$ cat config.mk
export PLATFORM = sky130hd
export DESIGN_NAME = seven_segment_display_text_decoder
export DESIGN_NICKNAME = d
export VERILOG_FILES = /design/src/ssd_pkg.sv /design/src/ssd_lane.sv /design/src/ssd_text.sv /design/src/ssd_filter.sv /design/src/seven_segment_display_text_decoder.sv
export SDC_FILE = /design/constraint.sdc
export NUM_CORES = 1
export LEC_CHECK = 0
export BUFFER_PORTS_ARGS = -buffer_cell sky130_fd_sc_hd__buf_2
export CELL_PAD_IN_SITES_DETAIL_PLACEMENT = 0
export CELL_PAD_IN_SITES_GLOBAL_PLACEMENT = 1
export CORE_AREA = 2 2 217 219
export DETAILED_ROUTE_END_ITERATION = 16
export DIE_AREA = 0 0 219 221
export PLACE_DENSITY_LB_ADDON = 0.15
export SYNTH_ARGS = -nofsm -noshare
export SYNTH_HDL_FRONTEND = slang
export SYNTH_SLANG_ARGS = --single-unit
export TNS_END_PERCENT = 1
$ cat constraint.sdc
create_clock -name aclk -period 17.7 [get_ports aclk]
set_input_delay 0 -clock aclk [delete_from_list [all_inputs] [get_ports aclk]]
set_output_delay 0 -clock aclk [all_outputs]
set_load 0.01 [all_outputs]
$ cat src/ssd_pkg.sv
`timescale 1ns / 1ps
`default_nettype none

package ssd_pkg;

    localparam int NUM_DIGITS    = 4;
    localparam int NUM_CHARS     = 5;
    localparam int SEG_COUNT     = 7;
    // Data index of segment G for the first digit; each further digit sits 8 bits lower.
    localparam int DIGIT_G_BASE  = 49;
    localparam int DIGIT_STRIDE  = 8;
    localparam int FRAME_WIDTH   = 56;
    localparam int LEN_BITS      = 7;
    localparam int TIME_BITS     = 32;
    localparam int S_TDATA_BITS  = 96;
    localparam int M_TDATA_BITS  = 48;

    localparam logic [LEN_BITS-1:0] FRAME_MIN_BITS = 7'd56;

    localparam logic [7:0] CHAR_SPACE = 8'h20;
    localparam logic [7:0] CHAR_QMARK = 8'h3F;
    localparam logic [7:0] CHAR_ZERO  = 8'h30;
    localparam logic [7:0] CHAR_NINE  = 8'h39;
    localparam logic [7:0] SEP_RESET  = 8'h3A;

    localparam logic [2:0] REG_ACTIVE_LOW  = 3'd0;
    localparam logic [2:0] REG_INSERT_SEP  = 3'd1;
    localparam logic [2:0] REG_SEP_CHAR    = 3'd2;
    localparam logic [2:0] REG_TRIM        = 3'd3;
    localparam logic [2:0] REG_MIN_STABLE  = 3'd4;

    typedef struct packed {
        logic        segments_active_low;
        logic        insert_separator;
        logic [7:0]  separator_char;
        logic        trim_blanks;
        logic [31:0] min_stable_ms;
    } cfg_t;

    // chars[0] occupies the lowest byte, the length the top three bits.
    typedef struct packed {
        logic [2:0]           len;
        logic [4:0][7:0]      chars;
    } text_t;

    // Segment mask has A in bit 6 down to G in bit 0.
    function automatic logic [7:0] decode_segments(input logic [6:0] mask);
        logic [7:0] c;
        case (mask)
            7'h00: c = 8'h20;
            7'h7E: c = 8'h30;
            7'h30: c = 8'h31;
            7'h6D: c = 8'h32;
            7'h79: c = 8'h33;
            7'h33: c = 8'h34;
            7'h5B: c = 8'h35;
            7'h5F: c = 8'h36;
            7'h70: c = 8'h37;
            7'h7F: c = 8'h38;
            7'h7B: c = 8'h39;
            7'h77: c = 8'h41;
            7'h4E: c = 8'h43;
            7'h4F: c = 8'h45;
            7'h47: c = 8'h46;
            7'h37: c = 8'h48;
            7'h0E: c = 8'h4C;
            7'h67: c = 8'h50;
            7'h3E: c = 8'h55;
            7'h0D: c = 8'h63;
            7'h3D: c = 8'h64;
            7'h17: c = 8'h68;
            7'h10: c = 8'h69;
            7'h15: c = 8'h6E;
            7'h1D: c = 8'h6F;
            7'h05: c = 8'h72;
            7'h1C: c = 8'h75;
            default: c = CHAR_QMARK;
        endcase
        return c;
    endfunction

endpackage

`default_nettype wire

$ cat src/ssd_lane.sv
`timescale 1ns / 1ps
`default_nettype none

module ssd_lane import ssd_pkg::*; (
    input  wire logic [SEG_COUNT-1:0] seg_bits,
    input  wire logic                 active_low,
    output logic [7:0]                char_out,
    output logic                      numeric
);

    logic [SEG_COUNT-1:0] mask;

    assign mask     = seg_bits ^ {SEG_COUNT{active_low}};
    assign char_out = decode_segments(mask);
    assign numeric  = (char_out >= CHAR_ZERO) && (char_out <= CHAR_NINE);

endmodule

`default_nettype wire

$ cat src/ssd_text.sv
`timescale 1ns / 1ps
`default_nettype none

module ssd_text import ssd_pkg::*; (
    input  wire logic [NUM_DIGITS-1:0][7:0] digit_chars,
    input  wire logic [NUM_DIGITS-1:0]      digit_numeric,
    input  wire cfg_t                       cfg,
    output text_t                           text
);

    logic [4:0][7:0] buf_chars;
    logic [2:0]      buf_len;
    logic [2:0]      first;
    logic [2:0]      last;
    logic [2:0]      out_len;
    logic [3:0]      idx;
    logic            stop;

    always_comb begin
        buf_chars = {8'h00, digit_chars[3], digit_chars[2], digit_chars[1], digit_chars[0]};
        buf_len   = 3'd4;
        if (cfg.insert_separator && (&digit_numeric)) begin
            buf_chars = {digit_chars[3], digit_chars[2], cfg.separator_char,
                         digit_chars[1], digit_chars[0]};
            buf_len   = 3'd5;
        end

        first = 3'd0;
        last  = buf_len;
        stop  = 1'b0;
        if (cfg.trim_blanks) begin
            stop = 1'b0;
            for (int i = 0; i < NUM_CHARS; i++) begin
                if (!stop && (3'(i) < buf_len) && (buf_chars[i] == CHAR_SPACE)) begin
                    first = 3'(i + 1);
                end else begin
                    stop = 1'b1;
                end
            end
            // Walk back from the end; stop at the first non-blank or at the leading edge.
            stop = 1'b0;
            for (int i = NUM_CHARS - 1; i >= 0; i--) begin
                if (!stop && (3'(i) < buf_len)) begin
                    if ((3'(i) >= first) && (buf_chars[i] == CHAR_SPACE)) begin
                        last = 3'(i);
                    end else begin
                        stop = 1'b1;
                    end
                end
            end
        end
        out_len = last - first;

        text.len = out_len;
        for (int k = 0; k < NUM_CHARS; k++) begin
            idx = {1'b0, first} + 4'(k);
            if (3'(k) < out_len) begin
                text.chars[k] = buf_chars[idx[2:0]];
            end else begin
                text.chars[k] = 8'h00;
            end
        end
    end

endmodule

`default_nettype wire

$ cat src/ssd_filter.sv
`timescale 1ns / 1ps
`default_nettype none

module ssd_filter import ssd_pkg::*; (
    input  wire logic                 aclk,
    input  wire logic                 aresetn,
    input  wire logic                 st_valid,
    input  wire text_t                st_text,
    input  wire logic [TIME_BITS-1:0] st_now,
    input  wire logic [31:0]          min_stable_ms,
    output logic                      st_ready,
    output logic                      out_valid,
    input  wire logic                 out_ready,
    output text_t                     out_text
);

    logic                 pending_valid_reg, pending_valid_next;
    text_t                pending_text_reg, pending_text_next;
    logic [TIME_BITS-1:0] pending_since_reg, pending_since_next;
    logic                 shown_valid_reg, shown_valid_next;
    text_t                shown_text_reg, shown_text_next;
    logic                 out_valid_reg, out_valid_next;
    text_t                out_text_reg, out_text_next;

    logic                 consume;
    logic                 changed;
    logic                 emit;
    logic [TIME_BITS-1:0] elapsed;

    assign st_ready  = !out_valid_reg || out_ready;
    assign consume   = st_valid && st_ready;
    assign out_valid = out_valid_reg;
    assign out_text  = out_text_reg;

    always_comb begin
        pending_valid_next = pending_valid_reg;
        pending_text_next  = pending_text_reg;
        pending_since_next = pending_since_reg;
        shown_valid_next   = shown_valid_reg;
        shown_text_next    = shown_text_reg;
        out_valid_next     = out_valid_reg && !out_ready;
        out_text_next      = out_text_reg;
        changed            = !pending_valid_reg || (st_text != pending_text_reg);
        if (changed) begin
            elapsed = 32'd0;
        end else begin
            elapsed = st_now - pending_since_reg;
        end
        emit = !(shown_valid_reg && (st_text == shown_text_reg)) &&
               (elapsed >= min_stable_ms);
        if (consume) begin
            pending_valid_next = 1'b1;
            pending_text_next  = st_text;
            if (changed) begin
                pending_since_next = st_now;
            end
            if (emit) begin
                shown_valid_next = 1'b1;
                shown_text_next  = st_text;
                out_valid_next   = 1'b1;
                out_text_next    = st_text;
            end
        end
    end

    always_ff @(posedge aclk) begin
        if (!aresetn) begin
            pending_valid_reg <= 1'b0;
            pending_text_reg  <= '0;
            pending_since_reg <= '0;
            shown_valid_reg   <= 1'b0;
            shown_text_reg    <= '0;
            out_valid_reg     <= 1'b0;
        end else begin
            pending_valid_reg <= pending_valid_next;
            pending_text_reg  <= pending_text_next;
            pending_since_reg <= pending_since_next;
            shown_valid_reg   <= shown_valid_next;
            shown_text_reg    <= shown_text_next;
            out_valid_reg     <= out_valid_next;
        end
        out_text_reg <= out_text_next;
    end

    a_emit_marks_shown: assert property (@(posedge aclk) disable iff (!aresetn)
        (consume && emit) |=> (shown_valid_reg && (shown_text_reg == out_text_reg)))
        else $error("emitted text not recorded as shown");

    a_shown_needs_pending: assert property (@(posedge aclk) disable iff (!aresetn)
        !pending_valid_reg |-> !shown_valid_reg)
        else $error("shown text without a pending text");

    a_len_range: assert property (@(posedge aclk) disable iff (!aresetn)
        out_valid_reg |-> (out_text_reg.len <= 3'd5))
        else $error("text length out of range");

    a_no_repeat: assert property (@(posedge aclk) disable iff (!aresetn)
        (consume && shown_valid_reg && (st_text == shown_text_reg)) |=>
            (!out_valid_reg || $stable(out_text_reg)))
        else $error("same text emitted twice");

endmodule

`default_nettype wire

$ cat src/seven_segment_display_text_decoder.sv
// An accepted frame is held in the input register, then, if the filter emits it, in the output register on m_tdata.
// Throughput: one frame per cycle; the filter stage accepts a beat whenever the output
// register is empty or being taken in the same cycle.
// Frames shorter than 56 bits are dropped at the input register and give no result.
// Reset (aresetn low, synchronous) clears the filter history and restores register defaults.
`timescale 1ns / 1ps
`default_nettype none

module seven_segment_display_text_decoder import ssd_pkg::*; (
    input  wire logic                    aclk,
    input  wire logic                    aresetn,
    input  wire logic                    s_tvalid,
    output logic                         s_tready,
    // frame_data [55:0], frame_length [62:56], now_ms [94:63], zero [95]
    input  wire logic [S_TDATA_BITS-1:0] s_tdata,
    output logic                         m_tvalid,
    input  wire logic                    m_tready,
    // char_0 [7:0], char_1 [15:8], char_2 [23:16], char_3 [31:24], char_4 [39:32],
    // text_length [42:40], zero [47:43]
    output logic [M_TDATA_BITS-1:0]      m_tdata,
    input  wire logic                    psel,
    input  wire logic                    penable,
    input  wire logic                    pwrite,
    input  wire logic [4:0]              paddr,
    input  wire logic [31:0]             pwdata,
    output logic [31:0]                  prdata,
    output logic                         pready
);

    cfg_t                     cfg_reg, cfg_next;
    logic [FRAME_WIDTH-1:0]   frame_data;
    logic [LEN_BITS-1:0]      frame_length;
    logic [TIME_BITS-1:0]     now_ms;
    logic [NUM_DIGITS-1:0][7:0] digit_chars;
    logic [NUM_DIGITS-1:0]    digit_numeric;
    text_t                    text;
    logic                     st_valid_reg, st_valid_next;
    text_t                    st_text_reg;
    logic [TIME_BITS-1:0]     st_now_reg;
    logic                     st_ready;
    logic                     s_accept;
    logic                     cfg_write;
    text_t                    out_text;

    assign frame_data   = s_tdata[FRAME_WIDTH-1:0];
    assign frame_length = s_tdata[FRAME_WIDTH+LEN_BITS-1:FRAME_WIDTH];
    assign now_ms       = s_tdata[FRAME_WIDTH+LEN_BITS+TIME_BITS-1:FRAME_WIDTH+LEN_BITS];

    // Configuration port
    assign pready    = 1'b1;
    assign cfg_write = psel && penable && pwrite && pready;

    always_comb begin
        cfg_next = cfg_reg;
        if (cfg_write) begin
            case (paddr[4:2])
                REG_ACTIVE_LOW: cfg_next.segments_active_low = pwdata[0];
                REG_INSERT_SEP: cfg_next.insert_separator    = pwdata[0];
                REG_SEP_CHAR:   cfg_next.separator_char      = pwdata[7:0];
                REG_TRIM:       cfg_next.trim_blanks         = pwdata[0];
                REG_MIN_STABLE: cfg_next.min_stable_ms       = pwdata;
                default: ;
            endcase
        end
    end

    always_comb begin
        case (paddr[4:2])
            REG_ACTIVE_LOW: prdata = {31'd0, cfg_reg.segments_active_low};
            REG_INSERT_SEP: prdata = {31'd0, cfg_reg.insert_separator};
            REG_SEP_CHAR:   prdata = {24'd0, cfg_reg.separator_char};
            REG_TRIM:       prdata = {31'd0, cfg_reg.trim_blanks};
            REG_MIN_STABLE: prdata = cfg_reg.min_stable_ms;
            default:        prdata = 32'd0;
        endcase
    end

    // One decode lane per digit
    for (genvar l = 0; l < NUM_DIGITS; l++) begin : g_lane
        localparam int G_INDEX = DIGIT_G_BASE - DIGIT_STRIDE * l;
        ssd_lane u_lane (
            .seg_bits   (frame_data[G_INDEX +: SEG_COUNT]),
            .active_low (cfg_reg.segments_active_low),
            .char_out   (digit_chars[l]),
            .numeric    (digit_numeric[l])
        );
    end

    ssd_text u_text (
        .digit_chars   (digit_chars),
        .digit_numeric (digit_numeric),
        .cfg           (cfg_reg),
        .text          (text)
    );

    // Input register: holds the assembled text of the last accepted frame; only a full-length frame marks it valid.
    assign s_tready = !st_valid_reg || st_ready;
    assign s_accept = s_tvalid && s_tready;

    always_comb begin
        st_valid_next = st_valid_reg && !st_ready;
        if (s_accept) begin
            st_valid_next = (frame_length >= FRAME_MIN_BITS);
        end
    end

    always_ff @(posedge aclk) begin
        if (!aresetn) begin
            cfg_reg.segments_active_low <= 1'b0;
            cfg_reg.insert_separator    <= 1'b0;
            cfg_reg.separator_char      <= SEP_RESET;
            cfg_reg.trim_blanks         <= 1'b0;
            cfg_reg.min_stable_ms       <= 32'd0;
            st_valid_reg                <= 1'b0;
        end else begin
            cfg_reg      <= cfg_next;
            st_valid_reg <= st_valid_next;
        end
        if (s_accept) begin
            st_text_reg <= text;
            st_now_reg  <= now_ms;
        end
    end

    ssd_filter u_filter (
        .aclk          (aclk),
        .aresetn       (aresetn),
        .st_valid      (st_valid_reg),
        .st_text       (st_text_reg),
        .st_now        (st_now_reg),
        .min_stable_ms (cfg_reg.min_stable_ms),
        .st_ready      (st_ready),
        .out_valid     (m_tvalid),
        .out_ready     (m_tready),
        .out_text      (out_text)
    );

    assign m_tdata = {5'd0, out_text};

endmodule

`default_nettype wire
==> key figures <==
Outcome
  – Result of the run: complete, no violations

Drt
  – DRT Pass-1 Iters: 6
  – DR iter-0 viols: ~1.6k
  – Via count: approximately 18k
  – DR WL/cell: 19.05 microns
  – Routed wire length: between 60000 and 70000 microns
  – Vias per cell: 5.725
  – Drt drc: 0
  – ANT nets after route: 0

CTS
  – Clock slew seen by the registers of the worst setup and hold paths: roughly 0.060 ns
  – Clock Latency Late Sink: roughly 0.57 ns
  – CTS sink cnt: between 200 and 300
  – H-tree levels: 1
  – Setup bufs post-CTS: 0
  – CTS Hold Bufs: 73
  – CTS resizes: 0
  – TritonCTS clock tree: done
  – Root Driver: clkbuf_16
  – Clock Tree Buf Depth: 3
  – CTS buffer count: 29

Logic synthesis
  – Syn Inst Count: approximately 2.4k
  – Count leader, synth: nand2_1
  – Dominant synthesized flop cell: dfxtp_1
  – Synth warn: 0
  – FF+latch count, synth: approximately 280
  – Share of the synthesized area in the top cell type: 0.1732
  – Ys async rst share: 0
  – Mapped cell area: a little over 0.02 sq mm
  – Mean post-synth cell area: approximately 8.4 sq um
  – Post-synthesis sequential area ratio: 0.3347
  – Yosys cell types: 110
  – Synth area leaders: edfxtp_1 (17%), dfxtp_1 (16%), nand2_1 (5.9%)
  – Number of synthesized flops with an enable pin: roughly 120
  – Post-synth top cells: nand2_1 (321), dfxtp_1 (165), nor2_1 (142)
  – Cell taking the most area after synthesis: edfxtp_1

Global routing
  – First-pass GRT wire length: 95500 microns
  – Gr usage total: 0.2441
  – Antenna violations before repair: 1
  – Grt ovf: 0
  – Largest net degree at the start of global routing: roughly 110
  – Vias in the first global route: roughly 17k

Timing
  – Post-route setup slack: slightly above 10 ns
  – Fmax: 133.4 MHz
  – Fin Setup TNS: 0 ns
  – Endpoints failing hold: 0
  – Slew headroom: 0.2424
  – Tcrit/Tclk final: 0.4236
  – # setup viols final: 0
  – Final max-slew violation count: 0
  – Slew at the pin closest to its max-slew limit: 1.136 ns
  – RSZ-0062 raised after global routing: no
  – Minimum clock period: ~7.5 ns
  – Final clock skew: 0.01174 ns

Power
  – Pint: 1.176 mW
  – PwrDens: around 70 mW/mm^2
  – Static Leakage: approximately 9.0 nW
  – Sw Ratio: 0.2830
  – Gate power share: 0.186
  – Clock network power share: 0.367
  – Peak supply drop: around 0.067 mV
  – Seq pwr share: 0.448
  – Switching power: between 0.4 and 0.5 mW

Place
  – Port bufs: roughly 180
  – Hpwl dp: between 40000 and 50000 microns
  – Gpl congestion: between 0.9 and 1
  – Pre-CTS setup slack: between 10 and 15 ns

Layout
  – Area of the multi-input gates: 0.01236 sq mm
  – Final net count: around 2.8k
  – Final Util: 0.5015
  – P&R area growth vs syn: 12.90%
  – FF+latch area: between 0.006 and 0.007 sq mm
  – Share of layout cells above drive strength 1: 0.1162
  – Fillcell total: ~4.5k

Setup path
  – Critical path type: reg -> reg
  – Worst Setup Start Kind: flop
  – Req. time, crit path: between 15 and 20 ns
  – Worst EP arrival: 7.78 ns
  – Setup crit end kind: flop
  – Crit path max fanout: 74

Floorplan
  – Chip width: ~220 microns
  – Initial Utilization: 0.4442
  – Num rows: just under 80
  – DIE AREA: approximately 0.048 sq mm
  – I/O pin count: between 200 and 250
  – Core area: roughly 0.046 sq mm
  – Die height: 221 microns

Hold path
  – Hold Crit Class: in -> reg

Job
  – Max Cap Viol: 0
per-layer routing:
metal / part of all wire / vias up / wire length (microns) / track usage
met5: 0 / - / 0 / 0
met2: 0.47 / 529 / 28700 / 0.4051
met1: 0.45 / 8703 / 27390 / 0.3328
met4: 0.028 / 0 / 1705 / 0.07323
met3: 0.051 / 100 / 3117 / 0.02735
li1: - / 8976 / - / -
through the flow:
step	power, mW	std cells	instance area (sq um)	hold slack (ns)
after CTS	1.654	3197	23100	0.04120
final	1.641	3198	23100	0.06584
after global placement	1.034	3070	21440	0.1763
after global routing	1.713	3198	23100	0.09063
after detailed placement	1.038	3070	21440	0.1786
after floorplan	0.9504	2441	20490	0.09887
worst max-delay path, cell delays in order, from the launching register on:
cell and delay (ns):
dfxtp_4 0.86, buf_4 0.56, xor2_1 0.35, inv_1 0.15, ha_1 0.37, and4b_1 0.26, a31oi_1 0.12, or3b_1 0.37
a211o_1 0.31, and2_1 0.30, o211a_1 0.27, o2111ai_2 0.18, o21ai_4 0.16, a21oi_1 0.59, inv_1 0.19, fa_1 0.47
xnor2_2 0.41, inv_1 0.19, o22ai_1 0.72, or3b_2 0.25, o31ai_1 0.06
power groups by stage:
stage / registers [mW] / logic (mW) / clock network [mW]
after floorplan: 0.742 / 0.208 / 0
after global placement: 0.748 / 0.286 / 0
after CTS: 0.735 / 0.303 / 0.616
after detailed placement: 0.749 / 0.289 / 0
after global routing: 0.738 / 0.335 / 0.639
final: 0.735 / 0.305 / 0.601
placed cells by master (no fill, tap or decap), types with 10 or more instances in the layout:
cell	instances
nor3_1	35
mux2i_1	79
xnor2_1	71
o221ai_1	10
dfxtp_1	164
o21ai_0	90
buf_4	13
nor4_1	20
o211ai_1	13
and3b_1	10
ha_1	88
inv_1	119
a31oi_1	32
o2111ai_1	10
a22oi_1	19
dlygate4sd3_1	73
a21oi_1	105
o22ai_1	33
and3_1	20
nand2_1	321
buf_2	181
nor3b_1	13
clkbuf_16	29
a21boi_0	122
o21a_1	15
conb_1	11
clkbuf_1	12
a211oi_1	23
or2_2	13
a21o_1	48
nand3b_1	14
mux2_2	10
and2_1	27
nand2b_1	51
edfxtp_1	118
nand4_1	29
nand3_1	49
nor2_1	141
xor2_1	52
nor2b_1	87
logic make-up after synthesis:
logic type,share of synthesized area
buffers and inverters,0.06373
muxes,0.04636
and+or+nand+nor,0.2232
xor gates and xnor gates,0.05345
adders and majority gates,0.05578
DFF,0.3347
AOI/OAI and AO/OA,0.2225
other,0.0003671
final timing paths:
kind                                                from                      endpoint  slack [ns]  cells after the start
worst min register to register  cfg_reg[19]$_SDFFE_PN0P_      cfg_reg[19]$_SDFFE_PN0P_        0.46                      2
worst max register to register  cfg_reg[42]$_SDFFE_PN0P_  st_text_reg[5]$_SDFFCE_PP0P_       10.20                     20
worst max-delay path            cfg_reg[42]$_SDFFE_PN0P_  st_text_reg[5]$_SDFFCE_PP0P_       10.20                     20
worst min-delay path                             penable       cfg_reg[8]$_SDFFE_PN0P_        0.07                      5
cell type report:
class | count | share of cell area
Multi-Input combinational cell | 1861 | 0.5351
Timing Repair Buffer | 267 | 0.07508
Inverter | 125 | 0.02031
Clock inverter | 11 | 0.005363
Clock buffer | 43 | 0.03456
Sequential cell | 283 | 0.2966
Antenna cell | 1 | 0.0001083
Tap cell | 607 | 0.03288
(Power assumes the default switching activity.)
